**config.mk**
```make
export PLATFORM = sky130hd
export DESIGN_NAME = lsh_front
export DESIGN_NICKNAME = d
export VERILOG_FILES = /design/src/sv/lsh_pkg.sv /design/src/sv/lsh_front.sv
export SDC_FILE = /design/constraint.sdc
export NUM_CORES = 2
export LEC_CHECK = 0
export ABC_AREA = 0
export BUFFER_PORTS_ARGS = -buffer_cell sky130_fd_sc_hd__buf_2
export CAP_MARGIN = 30
export CORE_ASPECT_RATIO = 1.25
export CORE_MARGIN = 2
export CORE_UTILIZATION = 61
export CTS_BUF_LIST = sky130_fd_sc_hd__clkbuf_8
export CTS_CLUSTER_DIAMETER = 100
export DETAILED_ROUTE_END_ITERATION = 8
export PLACE_DENSITY = 0.83
export SLEW_MARGIN = 20
export SYNTH_ARGS = -nofsm -noshare
export SYNTH_HDL_FRONTEND = slang
export SYNTH_SLANG_ARGS = --single-unit
```
**constraint.sdc**
```tcl
create_clock -name clk -period 13.6 [get_ports clk]
set_input_delay 0.68 -clock clk [delete_from_list [all_inputs] [get_ports clk]]
set_output_delay 0.68 -clock clk [all_outputs]
set_load 0.02 [all_outputs]
```
**src/sv/lsh_pkg.sv**
```systemverilog
// Shared constants, types and helper functions of the latency statistics histogram.
package lsh_pkg;

    localparam int LATENCY_BITS = 32;
    localparam int BIN_COUNT    = 33;
    localparam int COUNT_BITS   = 48;
    localparam int SUM_BITS     = 64;
    localparam int MODE_BITS    = 2;
    localparam int IDX_BITS     = 6;
    localparam int BIN_BITS     = $clog2(BIN_COUNT);
    localparam int LEN_BITS     = $clog2(LATENCY_BITS + 1);

    localparam int QUEUE_DEPTH  = 2;
    localparam int QPTR_BITS    = (QUEUE_DEPTH > 1) ? $clog2(QUEUE_DEPTH) : 1;
    localparam int QCNT_BITS    = $clog2(QUEUE_DEPTH + 1);

    localparam int IN_DATA_BITS  = 40;
    localparam int OUT_DATA_BITS = 560;

    localparam logic [MODE_BITS-1:0] MODE_RECORD = 2'd0;
    localparam logic [MODE_BITS-1:0] MODE_READ   = 2'd1;
    localparam logic [MODE_BITS-1:0] MODE_CLOSE  = 2'd2;

    // One classified item as it travels from the front part to the back part.
    typedef struct packed {
        logic [MODE_BITS-1:0]    mode;
        logic [LATENCY_BITS-1:0] latency;
        logic                    failed;
        logic                    idx_ok;
        logic [BIN_BITS-1:0]     idx;
        logic [BIN_BITS-1:0]     sbin;
        logic [SUM_BITS-1:0]     square;
    } item_t;

    // One result item; the first member sits in the highest bits.
    typedef struct packed {
        logic [COUNT_BITS-1:0]   bin_count;
        logic [COUNT_BITS-1:0]   period_fails;
        logic [LATENCY_BITS-1:0] period_max;
        logic [LATENCY_BITS-1:0] period_min;
        logic [SUM_BITS-1:0]     period_latency_sum;
        logic [COUNT_BITS-1:0]   period_events;
        logic [SUM_BITS-1:0]     square_sum;
        logic [COUNT_BITS-1:0]   fail_count;
        logic [LATENCY_BITS-1:0] latency_max;
        logic [LATENCY_BITS-1:0] latency_min;
        logic [SUM_BITS-1:0]     latency_sum;
        logic [COUNT_BITS-1:0]   event_count;
    } result_t;

    // Smallest r with 2^r >= lat, limited to the last bin.
    function automatic logic [BIN_BITS-1:0] ceil_log2_bin(input logic [LATENCY_BITS-1:0] lat);
        logic [LATENCY_BITS-1:0] m;
        logic [LEN_BITS-1:0]     len;
        logic [BIN_BITS-1:0]     bin;
        m   = (lat == '0) ? '0 : lat - 1'b1;
        len = '0;
        for (int i = 0; i < LATENCY_BITS; i++)
        begin
            if (m[i])
            begin
                len = LEN_BITS'(i + 1);
            end
        end
        if (32'(len) >= BIN_COUNT - 1)
        begin
            bin = BIN_BITS'(BIN_COUNT - 1);
        end
        else
        begin
            bin = BIN_BITS'(len);
        end
        return bin;
    endfunction

    function automatic logic [COUNT_BITS-1:0] count_inc(input logic [COUNT_BITS-1:0] c);
        return (c == '1) ? c : c + 1'b1;
    endfunction

    function automatic logic [SUM_BITS-1:0] sat_add(input logic [SUM_BITS-1:0] a,
                                                     input logic [SUM_BITS-1:0] b);
        logic [SUM_BITS:0] s;
        s = {1'b0, a} + {1'b0, b};
        return s[SUM_BITS] ? '1 : s[SUM_BITS-1:0];
    endfunction

endpackage

```
**src/sv/lsh_front.sv**
```systemverilog
// Front part: input register, bin classification and squaring of the sample.
module lsh_front (
    input  logic                             clk,
    input  logic                             rst_n,
    input  logic                             s_tvalid,
    output logic                             s_tready,
    input  logic [lsh_pkg::IN_DATA_BITS-1:0] s_tdata,
    input  logic [lsh_pkg::MODE_BITS-1:0]    s_tuser,
    input  logic                             q_full,
    output logic                             push,
    output lsh_pkg::item_t                   push_item
);

    logic                               f_valid_reg;
    logic [lsh_pkg::MODE_BITS-1:0]      f_mode_reg;
    logic [lsh_pkg::LATENCY_BITS-1:0]   f_lat_reg;
    logic                               f_fail_reg;
    logic [lsh_pkg::IDX_BITS-1:0]       f_idx_reg;
    logic [2*lsh_pkg::LATENCY_BITS-1:0] product;
    logic                               accept;

    assign s_tready = !f_valid_reg || !q_full;
    assign accept   = s_tvalid && s_tready;
    assign push     = f_valid_reg && !q_full;

    always_ff @(posedge clk or negedge rst_n)
    begin
        if (!rst_n)
        begin
            f_valid_reg <= 1'b0;
        end
        else if (accept)
        begin
            f_valid_reg <= 1'b1;
        end
        else if (push)
        begin
            f_valid_reg <= 1'b0;
        end
    end

    always_ff @(posedge clk)
    begin
        if (accept)
        begin
            f_mode_reg <= s_tuser;
            f_lat_reg  <= s_tdata[lsh_pkg::LATENCY_BITS-1:0];
            f_fail_reg <= s_tdata[32];
            f_idx_reg  <= s_tdata[38:33];
        end
    end

    assign product = f_lat_reg * f_lat_reg;

    always_comb
    begin
        push_item         = '0;
        push_item.mode    = f_mode_reg;
        push_item.latency = f_lat_reg;
        push_item.failed  = f_fail_reg;
        push_item.idx_ok  = (32'(f_idx_reg) < lsh_pkg::BIN_COUNT);
        push_item.idx     = push_item.idx_ok ? lsh_pkg::BIN_BITS'(f_idx_reg) : '0;
        push_item.sbin    = lsh_pkg::ceil_log2_bin(f_lat_reg);
        push_item.square  = lsh_pkg::SUM_BITS'(product);
    end

endmodule

```
==> impl_results.md <==
* GR peak layer: met2
* Seq/Total Area, Yosys at 0.0399
* Post-synthesis area per instance at 9.24 um^2
* Routed Antenna Nets at 0
* Hold buffers post-CTS at 0
* Max Freq at 93.2 MHz
* Crit path capture type: output pin
* Initial Util at 0.614
* Gpl congestion at 0.944
* Grt met3 use at 0.0556
* Core Area at 51,300 um^2
* Layout net count at 4,605
* Yosys reg bits at 42
* WP data arrival at 10,050 ps
* Row count at 93
* Final wirelength at 81,800 um
* Root Driver: clkbuf_8
* CTS H-tree depth at 2
* Post-CTS Resized at 0
* Top_reg_cell synth: edfxtp_1
* Final hold vios at 0
* CTS tree: done
* Die area at 53,500 um^2
* Warnings, synthesis at 0
* Setup TNS at 0 ps
* Mapped Area at 31,500 um^2
* Crit Path Class: reg2out
* Vert. Die Dim at 258 um
* Crit-path max FO at 31
* CTS Buf Count at 5
* Routed WL per cell at 19.8 um
* Clk sink count at 42
* M2 GR Usage at 0.554
* Post-route minimum period at 10,730 ps
* Gate Count Post-Synth at 3,407
* Ys async rst share at 0.0238
* Worst-skew pair later-pin latency at 320 ps
* First-pass GRT wire length at 133,000 um
* Clock buffer depth at 2
* Met1 usage in global routing at 0.357
* Dpl ws at 3290 ps
* DR iter-0 viols at 1,488
* Post-CTS Setup Inserts at 0
* Unrepaired setup endpoints after global routing: false
* Number of flip-flops under the largest register name at 32
* Worst EP required at 12,920 ps
* Final setup vio count at 0
* # port buffers at 157
* Final HPWL DP at 66,900 um
* # DRC at 0
* Vias in the first global route at 26.4k
* Unique masters post-synth at 83
* Total congestion overflow at 0
* Io pins at 160
* Initial antenna violation count at 3
* Post-synth net total at 4,539
* Fin crit share at 0.789
* Final worst slack at 2870 ps
* Die width at 207 um
* Maxcap violations at 0
* Total number of vias at 23.6k
* Hold WC Path Type: in2async
* Vias/cell at 5.70
* Clock-pin slew on the worst setup and hold paths at 90 ps
* Slew Viols, Final at 0
* DRT Pass-1 Iters at 5
* Largest net degree at the start of global routing at 41
* Slew @ Worst Pin at 1090 ps
* Fraction of layout cells with a size suffix above 1 at 0.0665
* Clk_skew at 8.19 ps
* Status: finished, final reports clean
* Tightest slew margin relative to the limit at 0.264
* EDFF count, synth at 41
* Area grow syn2layout at 4.70%
* Filler cells at 4,073
* Tot GR Track Use at 0.319
* Startpoint types: register
## Yosys cell counts (10+ instances only)
cell type,count,area share
nor2_1,189,0.023
o21a_1,10,0.0024
nor2b_1,17,0.0034
nor4_1,13,0.0026
ha_1,276,0.11
a21oi_1,84,0.013
o211ai_1,10,0.0024
edfxtp_1,41,0.039
o21ai_0,40,0.0064
fa_1,810,0.51
o21ai_1,16,0.0025
inv_1,960,0.11
xnor2_1,58,0.016
buf_1,22,0.0026
o21bai_1,13,0.0031
nand4_1,16,0.0032
a31oi_1,16,0.0032
nor3_1,32,0.0051
and2_1,126,0.025
nand3_1,15,0.0024
a21o_1,35,0.0083
nand2_1,321,0.038
buf_2,12,0.0019
clkbuf_1,103,0.012
xor2_1,25,0.0070
## cells in the final DEF (no fill, tap or decap), types with 32 or more instances in the layout
master	synthesis	routed
a21o_1	35	35
a21oi_1	84	84
and2_1	126	125
buf_2	12	161
buf_4	3	38
edfxtp_1	41	41
fa_1	810	810
ha_1	276	276
inv_1	960	960
nand2_1	321	321
nor2_1	189	189
nor3_1	32	32
o21ai_0	40	40
xnor2_1	58	58
## metal layers
metal,vias up,wire length [um]
li1,10200,-
met1,11800,26200
met5,-,0
met2,1205,41600
met4,0,6930
met3,376,7150
## cell type report
class,instances,area [um^2],area share
sequential,42,1260,0.0381
clock buffer,5,68.8,0.00209
antenna,2,5.00,0.000152
multi-input combinational,2258,26100,0.790
tap,665,832,0.0252
timing repair buffer,200,1110,0.0337
clock inverter,3,23.8,0.000721
inverter,966,3630,0.110
## worst paths after layout
path,from,endpoint,slack [ps],cells past startpoint
setup reg to reg,f_valid_reg,f_lat_reg[15],12090,3
min in group clk,s_tdata[23],f_lat_reg[23],510,1
max in group asynchronous,rst_n,f_valid_reg,13410,1
hold reg to reg,f_valid_reg,f_valid_reg,530,2
hold / removal,rst_n,f_valid_reg,110,1
setup / recovery,f_lat_reg[6],push_item[61],2870,26
## stage by stage
step	hold slack (ps)	area, um^2	instances	utilization
finish	108	33000	4141	0.643
global route	95.5	33000	4141	0.643
CTS	98.5	33000	4137	0.642
detailed placement	459	32900	4129	0.641
global placement	454	32800	4126	0.640
floorplan	384	31500	3407	-
## worst max-delay path: stages, from the launching register on
cell and delay, ps:
edfxtp_1 340, buf_4 410, clkinv_1 600, nor2_1 390, fa_1 490, fa_1 490, fa_1 510, inv_1 50
fa_1 490, inv_1 60, fa_1 480, fa_1 520, fa_1 520, inv_1 60, fa_1 470, inv_1 40
ha_1 350, and3_1 270, and3_1 230, nand3_1 80, a21oi_1 690, o21ai_1 450, o21ai_1 560, a21oi_1 320
o41ai_1 390, xor2_1 230, buf_2 200
## kinds of logic (layout without fill, tap and decap cells)
kind of cell    Yosys count  after routing  synth area share
other cells               1              3          0.000119
flops                    42             42            0.0399
compound gates          293            293            0.0608
fa+ha+maj              1086           1086             0.624
simple gates            790            790             0.117
buf+inv                1107           1174             0.133
xor+xnor                 83             83            0.0231
mux                       5              5           0.00163
Power is not shown: default switching activity piles up to over one toggle a cycle in this logic, so the estimate is an artifact.
