<file path="config.mk">
export PLATFORM = sky130hd
export DESIGN_NAME = lsh_queue
export DESIGN_NICKNAME = d
export VERILOG_FILES = /design/src/sv/lsh_pkg.sv /design/src/sv/lsh_queue.sv
export SDC_FILE = /design/constraint.sdc
export NUM_CORES = 1
export LEC_CHECK = 0
export BUFFER_PORTS_ARGS = -buffer_cell sky130_fd_sc_hd__buf_4
export CORE_MARGIN = 5
export CORE_UTILIZATION = 48
export DETAILED_ROUTE_END_ITERATION = 7
export PLACE_DENSITY = 0.74
export SYNTH_ARGS = -nofsm -noshare
export SYNTH_HDL_FRONTEND = slang
export SYNTH_SLANG_ARGS = --single-unit
</file>
<file path="constraint.sdc">
create_clock -name clk -period 8.6 [get_ports clk]
set_input_delay 1.29 -clock clk [delete_from_list [all_inputs] [get_ports clk]]
set_output_delay 1.29 -clock clk [all_outputs]
set_load 0.01 [all_outputs]
</file>
<file path="src/sv/lsh_pkg.sv">
// Shared constants, types and helper functions of the latency statistics histogram.
package lsh_pkg;

    localparam int LATENCY_BITS = 32;
    localparam int BIN_COUNT    = 33;
    localparam int COUNT_BITS   = 48;
    localparam int SUM_BITS     = 64;
    localparam int MODE_BITS    = 2;
    localparam int IDX_BITS     = 6;
    localparam int BIN_BITS     = $clog2(BIN_COUNT);
    localparam int LEN_BITS     = $clog2(LATENCY_BITS + 1);

    localparam int QUEUE_DEPTH  = 2;
    localparam int QPTR_BITS    = (QUEUE_DEPTH > 1) ? $clog2(QUEUE_DEPTH) : 1;
    localparam int QCNT_BITS    = $clog2(QUEUE_DEPTH + 1);

    localparam int IN_DATA_BITS  = 40;
    localparam int OUT_DATA_BITS = 560;

    localparam logic [MODE_BITS-1:0] MODE_RECORD = 2'd0;
    localparam logic [MODE_BITS-1:0] MODE_READ   = 2'd1;
    localparam logic [MODE_BITS-1:0] MODE_CLOSE  = 2'd2;

    // One classified item as it travels from the front part to the back part.
    typedef struct packed {
        logic [MODE_BITS-1:0]    mode;
        logic [LATENCY_BITS-1:0] latency;
        logic                    failed;
        logic                    idx_ok;
        logic [BIN_BITS-1:0]     idx;
        logic [BIN_BITS-1:0]     sbin;
        logic [SUM_BITS-1:0]     square;
    } item_t;

    // One result item; the first member sits in the highest bits.
    typedef struct packed {
        logic [COUNT_BITS-1:0]   bin_count;
        logic [COUNT_BITS-1:0]   period_fails;
        logic [LATENCY_BITS-1:0] period_max;
        logic [LATENCY_BITS-1:0] period_min;
        logic [SUM_BITS-1:0]     period_latency_sum;
        logic [COUNT_BITS-1:0]   period_events;
        logic [SUM_BITS-1:0]     square_sum;
        logic [COUNT_BITS-1:0]   fail_count;
        logic [LATENCY_BITS-1:0] latency_max;
        logic [LATENCY_BITS-1:0] latency_min;
        logic [SUM_BITS-1:0]     latency_sum;
        logic [COUNT_BITS-1:0]   event_count;
    } result_t;

    // Smallest r with 2^r >= lat, limited to the last bin.
    function automatic logic [BIN_BITS-1:0] ceil_log2_bin(input logic [LATENCY_BITS-1:0] lat);
        logic [LATENCY_BITS-1:0] m;
        logic [LEN_BITS-1:0]     len;
        logic [BIN_BITS-1:0]     bin;
        m   = (lat == '0) ? '0 : lat - 1'b1;
        len = '0;
        for (int i = 0; i < LATENCY_BITS; i++)
        begin
            if (m[i])
            begin
                len = LEN_BITS'(i + 1);
            end
        end
        if (32'(len) >= BIN_COUNT - 1)
        begin
            bin = BIN_BITS'(BIN_COUNT - 1);
        end
        else
        begin
            bin = BIN_BITS'(len);
        end
        return bin;
    endfunction

    function automatic logic [COUNT_BITS-1:0] count_inc(input logic [COUNT_BITS-1:0] c);
        return (c == '1) ? c : c + 1'b1;
    endfunction

    function automatic logic [SUM_BITS-1:0] sat_add(input logic [SUM_BITS-1:0] a,
                                                     input logic [SUM_BITS-1:0] b);
        logic [SUM_BITS:0] s;
        s = {1'b0, a} + {1'b0, b};
        return s[SUM_BITS] ? '1 : s[SUM_BITS-1:0];
    endfunction

endpackage

</file>
<file path="src/sv/lsh_queue.sv">
// Short queue of classified items between the front and back parts.
module lsh_queue (
    input  logic           clk,
    input  logic           rst_n,
    input  logic           push,
    input  lsh_pkg::item_t push_item,
    output logic           full,
    input  logic           pop,
    output logic           pop_valid,
    output lsh_pkg::item_t pop_item
);

    lsh_pkg::item_t                 slot_reg [lsh_pkg::QUEUE_DEPTH];
    logic [lsh_pkg::QPTR_BITS-1:0]  wr_ptr_reg;
    logic [lsh_pkg::QPTR_BITS-1:0]  rd_ptr_reg;
    logic [lsh_pkg::QCNT_BITS-1:0]  count_reg;

    assign full      = (32'(count_reg) == lsh_pkg::QUEUE_DEPTH);
    assign pop_valid = (count_reg != '0);
    assign pop_item  = slot_reg[rd_ptr_reg];

    function automatic logic [lsh_pkg::QPTR_BITS-1:0] ptr_inc(
        input logic [lsh_pkg::QPTR_BITS-1:0] p);
        return (32'(p) == lsh_pkg::QUEUE_DEPTH - 1) ? '0 : p + 1'b1;
    endfunction

    always_ff @(posedge clk or negedge rst_n)
    begin
        if (!rst_n)
        begin
            wr_ptr_reg <= '0;
            rd_ptr_reg <= '0;
            count_reg  <= '0;
        end
        else
        begin
            if (push)
            begin
                wr_ptr_reg <= ptr_inc(wr_ptr_reg);
            end
            if (pop)
            begin
                rd_ptr_reg <= ptr_inc(rd_ptr_reg);
            end
            if (push && !pop)
            begin
                count_reg <= count_reg + 1'b1;
            end
            else if (pop && !push)
            begin
                count_reg <= count_reg - 1'b1;
            end
        end
    end

    always_ff @(posedge clk)
    begin
        if (push)
        begin
            slot_reg[wr_ptr_reg] <= push_item;
        end
    end

endmodule

</file>
==> reports/metrics.yaml, run 1 <==
status:
  outcome: "finished, final reports clean"
drt:
  antenna_left: 0
  post-route-drc-count: 0
  avgViaCountPerCell: 4.85
  drt_iter0_drc: 160
  dr.pass1.iters: 4
  route.detailed.wl_per_inst_um: 18.9
  via_count: 4120
  routed_wl_um: 16100
worst_setup_path:
  end_kind: "primary output"
  required_ns: 7.31
  worstSetupStartpoint: "rd_ptr_reg"
  critPathMaxFanout: 59
  worstPathArrival_ns: 2.98
  critical_path_class: "register to primary output"
  timing.rr.start: "wr_ptr_reg"
  cp-start-kind: "register"
cells_and_area:
  multi_input_area_mm2: 0.00162
  ff_latch_area_mm2: 0.00683
  finalNonFillerCells: 849
  nNetsFinal: 727
  final_area_mm2: 0.0112
  drive_above_1_share_pct: 60.9
  area_delta_synth_final_pct: 30.3
  diodes: 0
  fin_util_pct: 64.1
  fillCellCount: 1256
  largest_reg_flops: 224
place:
  place_area_mm2: 0.0105
  place.gp.congestion: 0.722
  hpwl_um: 11000
  port-buffer-count: 229
  place_inst: 810
hold_path:
  hold_path_class: "register to register"
  hp-start: "count_reg[1]"
clocking:
  cts_max_level: 1
  cts-root-buf: "clkbuf_16"
  cts.sinks: 228
  cts_hold_buf: 0
  cts_resized: 0
  tritoncts: "yes"
  clock_path_buffers: 3
  cts_buffers: 23
  clkLatencyLatePin_ns: 0.48
  path_clk_slew_ns: 0.06
  post_cts_buffers: 0
yosys:
  avgSynthCellArea_um2: 23.5
  async_flop_share_pct: 1.75
  synth_area_leader_cell: "edfxtp_1"
  yosysMostFrequentCell: "edfxtp_1"
  syn_inst: 365
  ys_warn_count: 0
  synthFlopType: "edfxtp_1"
  synth_common_cells: "edfxtp_1 (224), mux2_4 (70), mux2_2 (42)"
  synth_area_mm2: 0.00856
  seq_area_frac_synth_pct: 79.7
  syn_nets: 482
  yosysUniqueCellTypes: 15
  ys_top_cells_by_area: "edfxtp_1 (79%), mux2_4 (12%), mux2_2 (5.5%), dfrtp_1 (1.2%), buf_6 (1.1%)"
  yosysTopAreaCellShare_pct: 78.5
  synth_edf_count: 224
  ys_seq_elements: 228
power:
  p_seq_share_pct: 43.8
  swShare_pct: 27.0
  clkPwrFrac_pct: 24.5
  ir_drop_v: 0.000187
  powerDensity_mw_per_mm2: 324
  p_leak_nw: 4.39
  power.internal_mw: 2.64
  power.switching_mw: 0.978
  power_frac_comb_pct: 31.7
sta:
  fmax_mhz: 234
  setup_violations: 0
  setup_tns_ns: 0
  relSlewSlack_pct: 29.4
  report.final.slew_viol_count: 0
  rsz0062_at_grt: "false"
  worstMarginPinSlew_ns: 1.06
  finalCriticalPeriod_ns: 4.27
  min_period_over_period_pct: 49.6
  skew_ns: 0.00539
  hold_violations: 0
flow_run:
  drv_cap: 0
die:
  die_x_um: 144
  coreArea_mm2: 0.0174
  num_rows: 48
  fp.dieH_um: 144
  dieArea_mm2: 0.0206
  initial_core_util_pct: 49.2
  pin_count: 230
global_route:
  antenna_found_initial: 0
  grt_pass1_vias: 4340
  grt_usage_pct: 14.8
  grt_max_degree: 66
  grt_pass1_wl_um: 23700
  overflow: 0
## layout by cell type, fill, tap and decap left out
cell type   instances
nor2_1              1
xor2_1              4
mux2_2             42
nor2b_4             1
or2_2               1
bufinv_16           1
dfrtp_4             1
clkinv_2            5
clkinv_1            5
nor2b_1             1
clkinvlp_4          2
clkbuf_16          23
edfxtp_1          224
ha_1                1
mux2_4             70
clkbuf_1            3
and2_4              1
xnor2_1             1
buf_4             233
inv_1               1
dfrtp_1             3
## metal layers
metal | track usage [%] | vias up | share of wire, %
met5 | 0 | - | 0
met1 | 19.4 | 1986 | 41
li1 | - | 1936 | -
met4 | 3.67 | 0 | 1.8
met2 | 25.1 | 174 | 49
met3 | 3.76 | 24 | 9.0
## final timing paths
path | cells past startpoint | slack [ns] | endpoint
min in group asynchronous | 1 | 0.59 | count_reg[1]
max in group asynchronous | 1 | 7.90 | rd_ptr_reg
worst min register to register | 1 | 0.47 | count_reg[1]
worst max register to register | 3 | 5.99 | slot_reg[0][11]
worst max-delay path | 3 | 4.33 | pop_item[96]
worst min-delay path | 1 | 0.47 | count_reg[1]
## metrics by stage
| stage | total power, mW | hold WS, ns | setup slack (ns) |
|---|---|---|---|
| after floorplan | 2.32 | 0.447 | 1.85 |
| after global placement | 2.75 | 0.465 | 4.80 |
| after detailed placement | 2.78 | 0.463 | 4.79 |
| after CTS | 3.68 | 0.475 | 4.24 |
| after global routing | 3.80 | 0.512 | 4.14 |
| final | 3.62 | 0.474 | 4.33 |
## critical path, cell delays in order, from the launching register on
cell and delay, ns:
dfrtp_4 0.94, buf_4 0.92, mux2_2 0.42, buf_4 0.14
## logic make-up (layout without fill, tap and decap cells)
family / count (synthesis) / after routing / synth area share [%]
and+or+nand+nor: 5 / 5 / 0.336
adders and majority gates: 1 / 1 / 0.146
DFF: 228 / 228 / 79.7
xor gates and xnor gates: 5 / 5 / 0.511
buffers and inverters: 14 / 273 / 1.50
muxes: 112 / 112 / 17.8
## layout make-up
type	instances	area share [%]
Sequential cell	228	61.2
Timing Repair Buffer	233	15.7
Multi-Input combinational cell	123	14.5
Clock buffer	26	5.26
Tap cell	225	2.52
Clock inverter	13	0.796
Inverter	1	0.0336
## power by group through the flow
stage | sequential [mW] | clock (mW) | combinational [mW]
after global placement | 1.60 | 0 | 1.16
after global routing | 1.61 | 0.969 | 1.22
after detailed placement | 1.61 | 0 | 1.17
final | 1.59 | 0.888 | 1.15
after CTS | 1.59 | 0.918 | 1.17
after floorplan | 1.57 | 0 | 0.749
No activity file was read; power rests on OpenSTA's default activity.
==> inputs of run 2 (changes only) <==
Clock period 8.6 ns to 4.1 ns, I/O delays scaled along.
==> run 2 against run 1 <==
  * Routed wire length grew 2.8%
  * Highest routed layer unchanged
  * Global-route usage grew 0.52 points
  * First-iteration DRC count grew 18%
  * Critical path type unchanged
  * Via count grew 2.8%
  * Power grew 110%
  * Register-to-register slack lost 3.8 ns
  * Sequential power grew 110%
==> reports/metrics.yaml, run 2 (same netlist as run 1, synthesis figures left out) <==
sta:
  rsz0062_at_grt: "false"
  min_period_over_period_pct: 76.2
  skew_ns: 0.0206  # +0.0152 ns
  worstMarginPinSlew_ns: 0.979  # -0.0804 ns
  report.final.slew_viol_count: 0  # unchanged
  finalCriticalPeriod_ns: 3.13
  worst_slack_ns: 0.975  # -3.36 ns
  fmax_mhz: 320
  relSlewSlack_pct: 34.8  # +5.4 points
  hold_violations: 0  # unchanged
  setup_violations: 0  # unchanged
  setup_tns_ns: 0  # unchanged
power:
  p_seq_share_pct: 43.4  # -0.4 points
  ir_drop_v: 0.000433  # +130%
  powerDensity_mw_per_mm2: 686  # +110%
  swShare_pct: 27.0  # about the same
  p_total_mw: 7.70  # +110%
  p_leak_nw: 4.43  # +0.86%
  power.switching_mw: 2.08  # +110%
  clkPwrFrac_pct: 25.1  # +0.6 points
  power_frac_comb_pct: 31.5  # -0.2 points
  power.internal_mw: 5.63  # +110%
worst_setup_path:
  critPathMaxFanout: 54  # -8.5%
  end_kind: "primary output"
  r2r_cells: 2  # -1
  critical_path_class: "register to primary output"
  reg2reg_slack_ns: 2.15  # -3.84 ns
  worstPathArrival_ns: 2.51  # -0.47 ns
  cp-start-kind: "register"
  required_ns: 3.48  # -3.83 ns
hold_path:
  hold_depth: 1  # unchanged
  hold_path_class: "primary input to register"
drt:
  via_count: 4235  # +2.8%
  post-route-drc-count: 0  # unchanged
  routed_wl_um: 16500  # +2.8%
  avgViaCountPerCell: 4.98  # +2.7%
  antenna_left: 0  # unchanged
  drt_iter0_drc: 189  # +18%
  dr.pass1.iters: 5  # +1
  route.detailed.wl_per_inst_um: 19.4  # +2.7%
place:
  dpl_worst_slack_ns: 1.42  # -3.37 ns
  hpwl_um: 11400  # +3.3%
  place.gp.congestion: 0.744  # +3.0%
  port-buffer-count: 229  # unchanged
die:
  num_rows: 48  # unchanged
  dieArea_mm2: 0.0206  # unchanged
  fp.dieH_um: 144  # unchanged
  die_x_um: 144  # unchanged
  initial_core_util_pct: 49.2  # unchanged
  pin_count: 230  # unchanged
  coreArea_mm2: 0.0174  # unchanged
cells_and_area:
  fin_util_pct: 64.5  # +0.43 points
  drive_above_1_share_pct: 61.0  # +0.063 points
  diodes: 0  # unchanged
  nNetsFinal: 729  # +0.28%
  final_common_cell: "buf_4"
  area_delta_synth_final_pct: 31.2
  mostFrequentLayoutCells: "buf_4 (231), edfxtp_1 (224), mux2_4 (70)"
  largest_reg_flops: 224  # unchanged
clocking:
  cts.sinks: 228  # unchanged
  cts-root-buf: "clkbuf_16"
  clkLatencyLatePin_ns: 0.50  # +0.02 ns
  clock_path_buffers: 3  # unchanged
  tritoncts: "yes"
  path_clk_slew_ns: 0.06  # about the same
  cts_max_level: 1  # unchanged
  cts_buffers: 23  # unchanged
  cts_resized: 0  # unchanged
global_route:
  grt_pass1_wl_um: 24600  # +4.2%
  top_usage_layer: "met2"
  grt_pass1_vias: 4586  # +5.7%
  met2_usage_pct: 26.9  # +1.8 points
  grt_use_met1_pct: 18.8  # -0.61 points
  antenna_found_initial: 0  # unchanged
  grt_max_degree: 70  # +6.1%
  grt_util_met3_pct: 4.56  # +0.80 points
  overflow: 0  # unchanged
  grt_usage_pct: 15.4  # +0.52 points
flow_run:
  drv_cap: 0  # unchanged
status:
  outcome: "finished, final reports clean"
[run 2: cell count changes in the layout (fill, tap and decap cells not counted), sizes merged]
| cell | delta |
|---|---|
| buf | +1 |
| clkinv | -1 |
| bufinv | +1 |
| dlygate4sd3 | +1 |
| clkinvlp | -2 |
| inv | +1 |
[run 2: through the flow]
stage,hold WS [ns],cell area [µm²],cells
finish,0.295,11200,850
global route,0.273,11200,850
CTS,0.271,11200,850
detailed placement,0.415,10500,811
global placement,0.412,10500,811
floorplan,0.319,8570,365
[run 2: final timing paths]
| path | from | to |
|---|---|---|
| worst max register to register | wr_ptr_reg | slot_reg[1][33] |
| max in group asynchronous | rst_n | rd_ptr_reg |
| worst min register to register | count_reg[1] | count_reg[1] |
| min in group asynchronous | rst_n | count_reg[0] |
| worst min-delay path | push_item[10] | slot_reg[0][10] |
| worst max-delay path | rd_ptr_reg | pop_item[6] |
[run 2: repair_timing]
action,in CTS,in global routing
hold buffers,1,0
hold endpoints to repair,4,0
buffers inserted,0,0
[run 2: area by class of cell]
class | count | area [µm²]
Inverter | 1 | 3.75
Sequential cell | 228 | 6830
Multi-Input combinational cell | 123 | 1620
Clock buffer | 26 | 587
Fill cell | 1216 | 6180
Clock inverter | 12 | 109
Timing Repair Buffer | 235 | 1800
Tap cell | 225 | 282
[run 2: worst max-delay path: stages, from the launching register on]
cell and delay, ns:
dfrtp_4 1.01, buf_4 0.45, mux2_2 0.38, buf_4 0.15
[run 2: metal layers]
layer | up-vias | share of wire [%]
met3 | 30 | 9.0
li1 | 1935 | -
met4 | 0 | 2.5
met2 | 178 | 51
met1 | 2092 | 38
met5 | - | 0
[run 2: power by group through the flow]
stage	registers (mW)	clock network [mW]	logic [mW]
after detailed placement	3.40	0	2.46
after floorplan	3.26	0	1.57
after CTS	3.36	1.99	2.48
final	3.34	1.94	2.42
after global placement	3.37	0	2.44
after global routing	3.39	2.09	2.58
