===== config.mk =====
export PLATFORM = sky130hd
export DESIGN_NAME = lsh_back
export DESIGN_NICKNAME = d
export VERILOG_FILES = /design/src/sv/lsh_pkg.sv /design/src/sv/lsh_ram.sv /design/src/sv/lsh_back.sv
export SDC_FILE = /design/constraint.sdc
export NUM_CORES = 2
export LEC_CHECK = 0
export BUFFER_PORTS_ARGS = -buffer_cell sky130_fd_sc_hd__buf_2
export CAP_MARGIN = 20
export CORE_AREA = 2 2 570 572
export DETAILED_ROUTE_END_ITERATION = 12
export DIE_AREA = 0 0 572 574
export GPL_ROUTABILITY_DRIVEN = 0
export MAX_ROUTING_LAYER = met4
export PLACE_DENSITY = 0.71
export SYNTH_ARGS = -nofsm -noshare
export SYNTH_HDL_FRONTEND = slang
export SYNTH_SLANG_ARGS = --single-unit

===== constraint.sdc =====
create_clock -name clk -period 17 [get_ports clk]
set_input_delay 0.85 -clock clk [delete_from_list [all_inputs] [get_ports clk]]
set_output_delay 0.85 -clock clk [all_outputs]
set_load 0.03 [all_outputs]

===== src/sv/lsh_pkg.sv =====
// Shared constants, types and helper functions of the latency statistics histogram.
package lsh_pkg;

    localparam int LATENCY_BITS = 32;
    localparam int BIN_COUNT    = 33;
    localparam int COUNT_BITS   = 48;
    localparam int SUM_BITS     = 64;
    localparam int MODE_BITS    = 2;
    localparam int IDX_BITS     = 6;
    localparam int BIN_BITS     = $clog2(BIN_COUNT);
    localparam int LEN_BITS     = $clog2(LATENCY_BITS + 1);

    localparam int QUEUE_DEPTH  = 2;
    localparam int QPTR_BITS    = (QUEUE_DEPTH > 1) ? $clog2(QUEUE_DEPTH) : 1;
    localparam int QCNT_BITS    = $clog2(QUEUE_DEPTH + 1);

    localparam int IN_DATA_BITS  = 40;
    localparam int OUT_DATA_BITS = 560;

    localparam logic [MODE_BITS-1:0] MODE_RECORD = 2'd0;
    localparam logic [MODE_BITS-1:0] MODE_READ   = 2'd1;
    localparam logic [MODE_BITS-1:0] MODE_CLOSE  = 2'd2;

    // One classified item as it travels from the front part to the back part.
    typedef struct packed {
        logic [MODE_BITS-1:0]    mode;
        logic [LATENCY_BITS-1:0] latency;
        logic                    failed;
        logic                    idx_ok;
        logic [BIN_BITS-1:0]     idx;
        logic [BIN_BITS-1:0]     sbin;
        logic [SUM_BITS-1:0]     square;
    } item_t;

    // One result item; the first member sits in the highest bits.
    typedef struct packed {
        logic [COUNT_BITS-1:0]   bin_count;
        logic [COUNT_BITS-1:0]   period_fails;
        logic [LATENCY_BITS-1:0] period_max;
        logic [LATENCY_BITS-1:0] period_min;
        logic [SUM_BITS-1:0]     period_latency_sum;
        logic [COUNT_BITS-1:0]   period_events;
        logic [SUM_BITS-1:0]     square_sum;
        logic [COUNT_BITS-1:0]   fail_count;
        logic [LATENCY_BITS-1:0] latency_max;
        logic [LATENCY_BITS-1:0] latency_min;
        logic [SUM_BITS-1:0]     latency_sum;
        logic [COUNT_BITS-1:0]   event_count;
    } result_t;

    // Smallest r with 2^r >= lat, limited to the last bin.
    function automatic logic [BIN_BITS-1:0] ceil_log2_bin(input logic [LATENCY_BITS-1:0] lat);
        logic [LATENCY_BITS-1:0] m;
        logic [LEN_BITS-1:0]     len;
        logic [BIN_BITS-1:0]     bin;
        m   = (lat == '0) ? '0 : lat - 1'b1;
        len = '0;
        for (int i = 0; i < LATENCY_BITS; i++)
        begin
            if (m[i])
            begin
                len = LEN_BITS'(i + 1);
            end
        end
        if (32'(len) >= BIN_COUNT - 1)
        begin
            bin = BIN_BITS'(BIN_COUNT - 1);
        end
        else
        begin
            bin = BIN_BITS'(len);
        end
        return bin;
    endfunction

    function automatic logic [COUNT_BITS-1:0] count_inc(input logic [COUNT_BITS-1:0] c);
        return (c == '1) ? c : c + 1'b1;
    endfunction

    function automatic logic [SUM_BITS-1:0] sat_add(input logic [SUM_BITS-1:0] a,
                                                     input logic [SUM_BITS-1:0] b);
        logic [SUM_BITS:0] s;
        s = {1'b0, a} + {1'b0, b};
        return s[SUM_BITS] ? '1 : s[SUM_BITS-1:0];
    endfunction

endpackage


===== src/sv/lsh_ram.sv =====
// Generic RAM with one write port and two registered read ports.
module lsh_ram #(
    parameter int WIDTH = 8,
    parameter int DEPTH = 16,
    localparam int ADDR_BITS = (DEPTH > 1) ? $clog2(DEPTH) : 1
) (
    input  logic                 clk,
    input  logic                 wr_en,
    input  logic [ADDR_BITS-1:0] wr_addr,
    input  logic [WIDTH-1:0]     wr_data,
    input  logic                 rd_en,
    input  logic [ADDR_BITS-1:0] rd_addr_a,
    input  logic [ADDR_BITS-1:0] rd_addr_b,
    output logic [WIDTH-1:0]     rd_data_a,
    output logic [WIDTH-1:0]     rd_data_b
);

    logic [WIDTH-1:0] mem [DEPTH];

    // Reads return the contents from before a write at the same edge.
    always_ff @(posedge clk)
    begin
        if (wr_en)
        begin
            mem[wr_addr] <= wr_data;
        end
        if (rd_en)
        begin
            rd_data_a <= mem[rd_addr_a];
            rd_data_b <= mem[rd_addr_b];
        end
    end

endmodule


===== src/sv/lsh_back.sv =====
// Back part: histogram memory, running totals and the result pipeline.
module lsh_back (
    input  logic                              clk,
    input  logic                              rst_n,
    input  logic                              q_valid,
    input  lsh_pkg::item_t                    q_item,
    output logic                              q_pop,
    output logic                              m_tvalid,
    input  logic                              m_tready,
    output logic [lsh_pkg::OUT_DATA_BITS-1:0] m_tdata
);

    localparam int LB = lsh_pkg::LATENCY_BITS;
    localparam int CB = lsh_pkg::COUNT_BITS;
    localparam int SB = lsh_pkg::SUM_BITS;
    localparam int BB = lsh_pkg::BIN_BITS;

    // Update stage.
    logic           b_valid_reg;
    lsh_pkg::item_t b_item_reg;
    logic           b_take;
    logic           b_fire;

    // Totals stage and output register.
    logic             r_valid_reg;
    lsh_pkg::result_t r_res_reg;
    logic [CB-1:0]    r_snap_events_reg;
    logic [SB-1:0]    r_snap_sum_reg;
    logic [CB-1:0]    r_snap_fails_reg;
    logic             r_ready;
    logic             o_valid_reg;
    lsh_pkg::result_t o_res_reg;
    lsh_pkg::result_t o_res_next;
    logic             o_ready;

    // Running state.
    logic [CB-1:0] events_reg, events_next;
    logic [SB-1:0] sum_reg, sum_next;
    logic [SB-1:0] squares_reg, squares_next;
    logic [LB-1:0] min_reg, min_next;
    logic [LB-1:0] max_reg, max_next;
    logic [LB-1:0] pmin_reg, pmin_next;
    logic [LB-1:0] pmax_reg, pmax_next;
    logic [CB-1:0] fails_reg, fails_next;
    logic [CB-1:0] snap_events_reg;
    logic [SB-1:0] snap_sum_reg;
    logic [CB-1:0] snap_fails_reg;

    // Histogram memory with valid bits and a bypass of the latest write.
    logic [lsh_pkg::BIN_COUNT-1:0] hvalid_reg;
    logic                          lw_valid_reg;
    logic [BB-1:0]                 lw_addr_reg;
    logic [CB-1:0]                 lw_data_reg;
    logic [CB-1:0]                 rd_a;
    logic [CB-1:0]                 rd_b;
    logic [CB-1:0]                 hist_a;
    logic [CB-1:0]                 hist_b;
    logic [CB-1:0]                 hist_inc;
    logic [CB-1:0]                 bin_cnt;
    logic                          record;
    logic                          close;
    logic                          hist_wr;

    assign o_ready = !o_valid_reg || m_tready;
    assign r_ready = !r_valid_reg || o_ready;
    assign b_take  = !b_valid_reg || r_ready;
    assign q_pop   = q_valid && b_take;
    assign b_fire  = b_valid_reg && r_ready;

    assign record  = (b_item_reg.mode == lsh_pkg::MODE_RECORD);
    assign close   = (b_item_reg.mode == lsh_pkg::MODE_CLOSE);
    assign hist_wr = b_fire && record;

    lsh_ram #(
        .WIDTH (CB),
        .DEPTH (lsh_pkg::BIN_COUNT)
    ) u_hist (
        .clk       (clk),
        .wr_en     (hist_wr),
        .wr_addr   (b_item_reg.sbin),
        .wr_data   (hist_inc),
        .rd_en     (q_pop),
        .rd_addr_a (q_item.sbin),
        .rd_addr_b (q_item.idx),
        .rd_data_a (rd_a),
        .rd_data_b (rd_b)
    );

    always_comb
    begin
        if (lw_valid_reg && lw_addr_reg == b_item_reg.sbin)
        begin
            hist_a = lw_data_reg;
        end
        else
        begin
            hist_a = hvalid_reg[b_item_reg.sbin] ? rd_a : '0;
        end
        if (lw_valid_reg && lw_addr_reg == b_item_reg.idx)
        begin
            hist_b = lw_data_reg;
        end
        else
        begin
            hist_b = hvalid_reg[b_item_reg.idx] ? rd_b : '0;
        end
        hist_inc = lsh_pkg::count_inc(hist_a);
        if (!b_item_reg.idx_ok)
        begin
            bin_cnt = '0;
        end
        else if (record && b_item_reg.idx == b_item_reg.sbin)
        begin
            bin_cnt = hist_inc;
        end
        else
        begin
            bin_cnt = hist_b;
        end
    end

    // Figures after the sample is taken in; unchanged for read and close.
    always_comb
    begin
        events_next  = events_reg;
        sum_next     = sum_reg;
        squares_next = squares_reg;
        min_next     = min_reg;
        max_next     = max_reg;
        pmin_next    = pmin_reg;
        pmax_next    = pmax_reg;
        fails_next   = fails_reg;
        if (record)
        begin
            events_next  = lsh_pkg::count_inc(events_reg);
            sum_next     = lsh_pkg::sat_add(sum_reg, SB'(b_item_reg.latency));
            squares_next = lsh_pkg::sat_add(squares_reg, b_item_reg.square);
            if (b_item_reg.latency < min_reg)
            begin
                min_next = b_item_reg.latency;
            end
            if (b_item_reg.latency > max_reg)
            begin
                max_next = b_item_reg.latency;
            end
            if (b_item_reg.latency < pmin_reg)
            begin
                pmin_next = b_item_reg.latency;
            end
            if (b_item_reg.latency > pmax_reg)
            begin
                pmax_next = b_item_reg.latency;
            end
            if (b_item_reg.failed)
            begin
                fails_next = lsh_pkg::count_inc(fails_reg);
            end
        end
    end

    always_ff @(posedge clk or negedge rst_n)
    begin
        if (!rst_n)
        begin
            b_valid_reg     <= 1'b0;
            r_valid_reg     <= 1'b0;
            o_valid_reg     <= 1'b0;
            events_reg      <= '0;
            sum_reg         <= '0;
            squares_reg     <= '0;
            min_reg         <= '1;
            max_reg         <= '0;
            pmin_reg        <= '1;
            pmax_reg        <= '0;
            fails_reg       <= '0;
            snap_events_reg <= '0;
            snap_sum_reg    <= '0;
            snap_fails_reg  <= '0;
            hvalid_reg      <= '0;
            lw_valid_reg    <= 1'b0;
        end
        else
        begin
            if (b_take)
            begin
                b_valid_reg <= q_valid;
            end
            if (r_ready)
            begin
                r_valid_reg <= b_valid_reg;
            end
            if (o_ready)
            begin
                o_valid_reg <= r_valid_reg;
            end
            if (b_fire)
            begin
                events_reg  <= events_next;
                sum_reg     <= sum_next;
                squares_reg <= squares_next;
                min_reg     <= min_next;
                max_reg     <= max_next;
                fails_reg   <= fails_next;
                if (close)
                begin
                    snap_events_reg <= events_reg;
                    snap_sum_reg    <= sum_reg;
                    snap_fails_reg  <= fails_reg;
                    pmin_reg        <= '1;
                    pmax_reg        <= '0;
                end
                else
                begin
                    pmin_reg <= pmin_next;
                    pmax_reg <= pmax_next;
                end
            end
            if (hist_wr)
            begin
                hvalid_reg[b_item_reg.sbin] <= 1'b1;
                lw_valid_reg                <= 1'b1;
            end
        end
    end

    always_ff @(posedge clk)
    begin
        if (q_pop)
        begin
            b_item_reg <= q_item;
        end
        if (hist_wr)
        begin
            lw_addr_reg <= b_item_reg.sbin;
            lw_data_reg <= hist_inc;
        end
        if (b_fire)
        begin
            r_res_reg.event_count  <= events_next;
            r_res_reg.latency_sum  <= sum_next;
            r_res_reg.latency_min  <= min_next;
            r_res_reg.latency_max  <= max_next;
            r_res_reg.fail_count   <= fails_next;
            r_res_reg.square_sum   <= squares_next;
            r_res_reg.period_min   <= pmin_next;
            r_res_reg.period_max   <= pmax_next;
            r_res_reg.bin_count    <= bin_cnt;
            r_res_reg.period_events      <= '0;
            r_res_reg.period_latency_sum <= '0;
            r_res_reg.period_fails       <= '0;
            r_snap_events_reg <= snap_events_reg;
            r_snap_sum_reg    <= snap_sum_reg;
            r_snap_fails_reg  <= snap_fails_reg;
        end
        if (o_ready && r_valid_reg)
        begin
            o_res_reg <= o_res_next;
        end
    end

    // Period figures are the totals less the snapshot of the last close.
    always_comb
    begin
        o_res_next                    = r_res_reg;
        o_res_next.period_events      = r_res_reg.event_count - r_snap_events_reg;
        o_res_next.period_latency_sum = r_res_reg.latency_sum - r_snap_sum_reg;
        o_res_next.period_fails       = r_res_reg.fail_count - r_snap_fails_reg;
    end

    assign m_tvalid = o_valid_reg;
    assign m_tdata  = o_res_reg;

endmodule


==> out/metrics.cfg <==
[synth]
avgSynthCellArea_sq_um=15.9
synth-async-reset-ratio=0.156
synth_cell_types=90
netlist.area_leader.share=0.555
synth_area_leader_cell=edfxtp_1
synth_edf_count=2966
yosysSeqAreaShare=0.642
netlist_instances=10100
synthTopCellsByArea=edfxtp_1 56%, mux4_2 14%, dfrtp_1 7.6%
yosysMostFrequentCell=edfxtp_1
yosys_warnings=0
synthesis.area_sq_mm=0.160
ys_ff_latch=3515
synth_fp_nets=10600
synth_commonest_cells=2966 x edfxtp_1, 976 x mux4_2, 650 x nand2_1
synth_ff_type=edfxtp_1

[clock_tree]
worstSkewPairLatency_ps=970
cts_tree=built
ctsHoldBuffers=1
cts_htree_levels=5
cts_num_sinks=3515
cts_buffer_depth=4
clk_pin_slew_ps=70
cts_setup_buffers=0
cts-resized-gates=0
cts_inserted_buffers=361
root_buffer=clkbuf_16

[setup_path]
slowest_delay_ps=990
rrSetupSlack_ps=10460
crit_path_start_kind=flip-flop
r2r_cells=12
reg2reg_from=b_item_reg[65]$_DFFE_PP_
cp-end-kind=flip-flop
cp-startpoint=b_item_reg[65]$_DFFE_PP_
path_max_fanout=34
r2r-end=u_hist.mem[30][37]$_DFFE_PP_
crit_chain=mux2i_1 > mux4_2 > a21oi_2 > or3_1 > a41oi_4 > nor4_1 > nand2_1 > nor3_1 > nand3_1 > and3b_1 > o21bai_1 > inv_1
worst-setup-path-type=reg2reg
crit_arrival_ps=7160
cp-endpoint=u_hist.mem[30][37]$_DFFE_PP_
critPathRequiredTime_ps=17620
cp_slowest_cell=edfxtp_1

[finish]
max_flop_register=u_hist.mem
synthToLayoutAreaGrowth_pct=13.2
fin_util=0.563
largest_reg_flops=1584
stdcell_area_sq_mm=0.182
drive_above_1_share=0.263
instances_no_fill=15400
fin_nets=11300

[drt]
drc=0
vias_per_cell=6.31
first_pass_iters=8
drt-total-wl_microns=434000
vias=97400
initialDrtViolationCount=13100
ant_nets=0
wire_per_inst_microns=28.1

[power]
p_per_area_mw_per_mm2=132
power_mw=23.9
p_leak_nw=68.3
ir_drop_mv=0.120

[floorplan]
core_area_sq_mm=0.323
die_h_microns=574
core.rowCount=209
initial_core_util=0.497
die_w_microns=572
boundaryPins=678
die-area_sq_mm=0.328

[timing]
tns_ps=0
tightest_slew_ps=1190
fin_crit_sh=0.385
finClkSkew_ps=67.8
drv_slew=0
final_hold_viol_count=0
period_minus_slack_ps=6540
grt_setup_unrepaired=false
relSlewSlack=0.207
setup_viol=0
max_freq_ghz=0.153

[global_route]
antenna_found_initial=27
grt_pass1_wl_microns=633000
grt_pass1_vias=95500
grt_max_degree=168
grt.overflow.total=0
gr-usage-all-layers=0.267

[job]
maxCapViolations=0

[place]
io_buffers=677
dp.final_hpwl_microns=277000
place_area_sq_mm=0.169
placed_cells=14700

[worst_hold_path]
hp-class=in2reg

[outcome]
outcome=finished clean

## critical path, delay by kind of cell, from the launching register on
family	cells	cell delay (ps)
mux	2	680
buf+inv	1	720
flops	1	990
simple gates	6	3060
compound gates	3	730
## where the power goes
group / internal (mW) / total [mW] / leakage, nW / switching (mW)
registers: 10.5 / 11.1 / 35.9 / 0.621
logic: 1.82 / 4.83 / 26.7 / 3.01
clock network: 4.56 / 7.98 / 5.72 / 3.42
total: 16.9 / 23.9 / 68.3 / 7.05
## area by class of cell
| type | instances | area [sq um] |
|---|---|---|
| diodes | 15 | 37.5 |
| clock buffers | 459 | 9650 |
| clock inverters | 210 | 2280 |
| fillers | 24500 | 141000 |
| inverters | 358 | 1350 |
| multi-input cells | 5667 | 54600 |
| flip-flops and latches | 3515 | 103000 |
| well taps | 4325 | 5410 |
| repair buffers | 884 | 5360 |
## kinds of logic after synthesis
group	Yosys count	synth area share
DFF	3515	0.642
and+or+nand+nor	1880	0.0550
AOI/OAI and AO/OA	1563	0.0623
muxes	1383	0.165
buffers and inverters	888	0.0211
xor gates and xnor gates	455	0.0249
adders and majority gates	386	0.0304
## cells in the final DEF, fill, tap and decap left out, types with 54 or more instances in the layout
| master | netlist | final |
|---|---|---|
| o21a_1 | 64 | 64 |
| mux2_2 | 301 | 301 |
| o21ai_0 | 517 | 516 |
| nand4_1 | 117 | 117 |
| xnor2_1 | 257 | 251 |
| buf_4 | 3 | 186 |
| a31oi_1 | 58 | 56 |
| clkinv_2 | 0 | 54 |
| clkbuf_1 | 405 | 78 |
| and3_1 | 90 | 89 |
| a21oi_1 | 320 | 315 |
| inv_1 | 356 | 355 |
| nand2_1 | 650 | 646 |
| a21o_1 | 199 | 199 |
| mux2i_1 | 106 | 106 |
| xor2_1 | 198 | 192 |
| clkbuf_16 | 0 | 366 |
| ha_1 | 381 | 381 |
| edfxtp_1 | 2966 | 2966 |
| nor2_1 | 468 | 436 |
| nand2b_1 | 60 | 60 |
| mux4_2 | 976 | 976 |
| buf_2 | 7 | 664 |
| dfstp_2 | 64 | 64 |
| dfrtp_1 | 485 | 485 |
| nor3_1 | 112 | 107 |
| nand3_1 | 133 | 133 |
## routing by layer
layer,GRT usage,wire length (microns)
met1,0.356,166000
met2,0.412,204000
met3,0.0527,46300
met4,0.0956,17600
met5,-,0
## worst min path at each step
stage,startpoint,to,slack [ps],cells after the start
3_3_place_gp,o_res_next[244]$_DFFE_PP_,m_tdata[244]$_DFFE_PP_,400,0
5_1_grt,q_item[5],b_item_reg[5]$_DFFE_PP_,30,1
4_1_cts,q_item[60],b_item_reg[60]$_DFFE_PP_,10,1
2_1_floorplan,o_res_next[112]$_DFFE_PP_,m_tdata[112]$_DFFE_PP_,400,0
3_5_place_dp,o_res_next[235]$_DFFE_PP_,m_tdata[235]$_DFFE_PP_,400,0
6_report,q_item[10],b_item_reg[10]$_DFFE_PP_,70,1
## per-stage QoR
step	hold WS (ps)	setup WS, ps
finish	74.2	10460
floorplan	400	479
global route	33.6	10270
global placement	404	10500
CTS	13.7	10620
detailed placement	405	10670
Power figures use the tool's default switching activity.
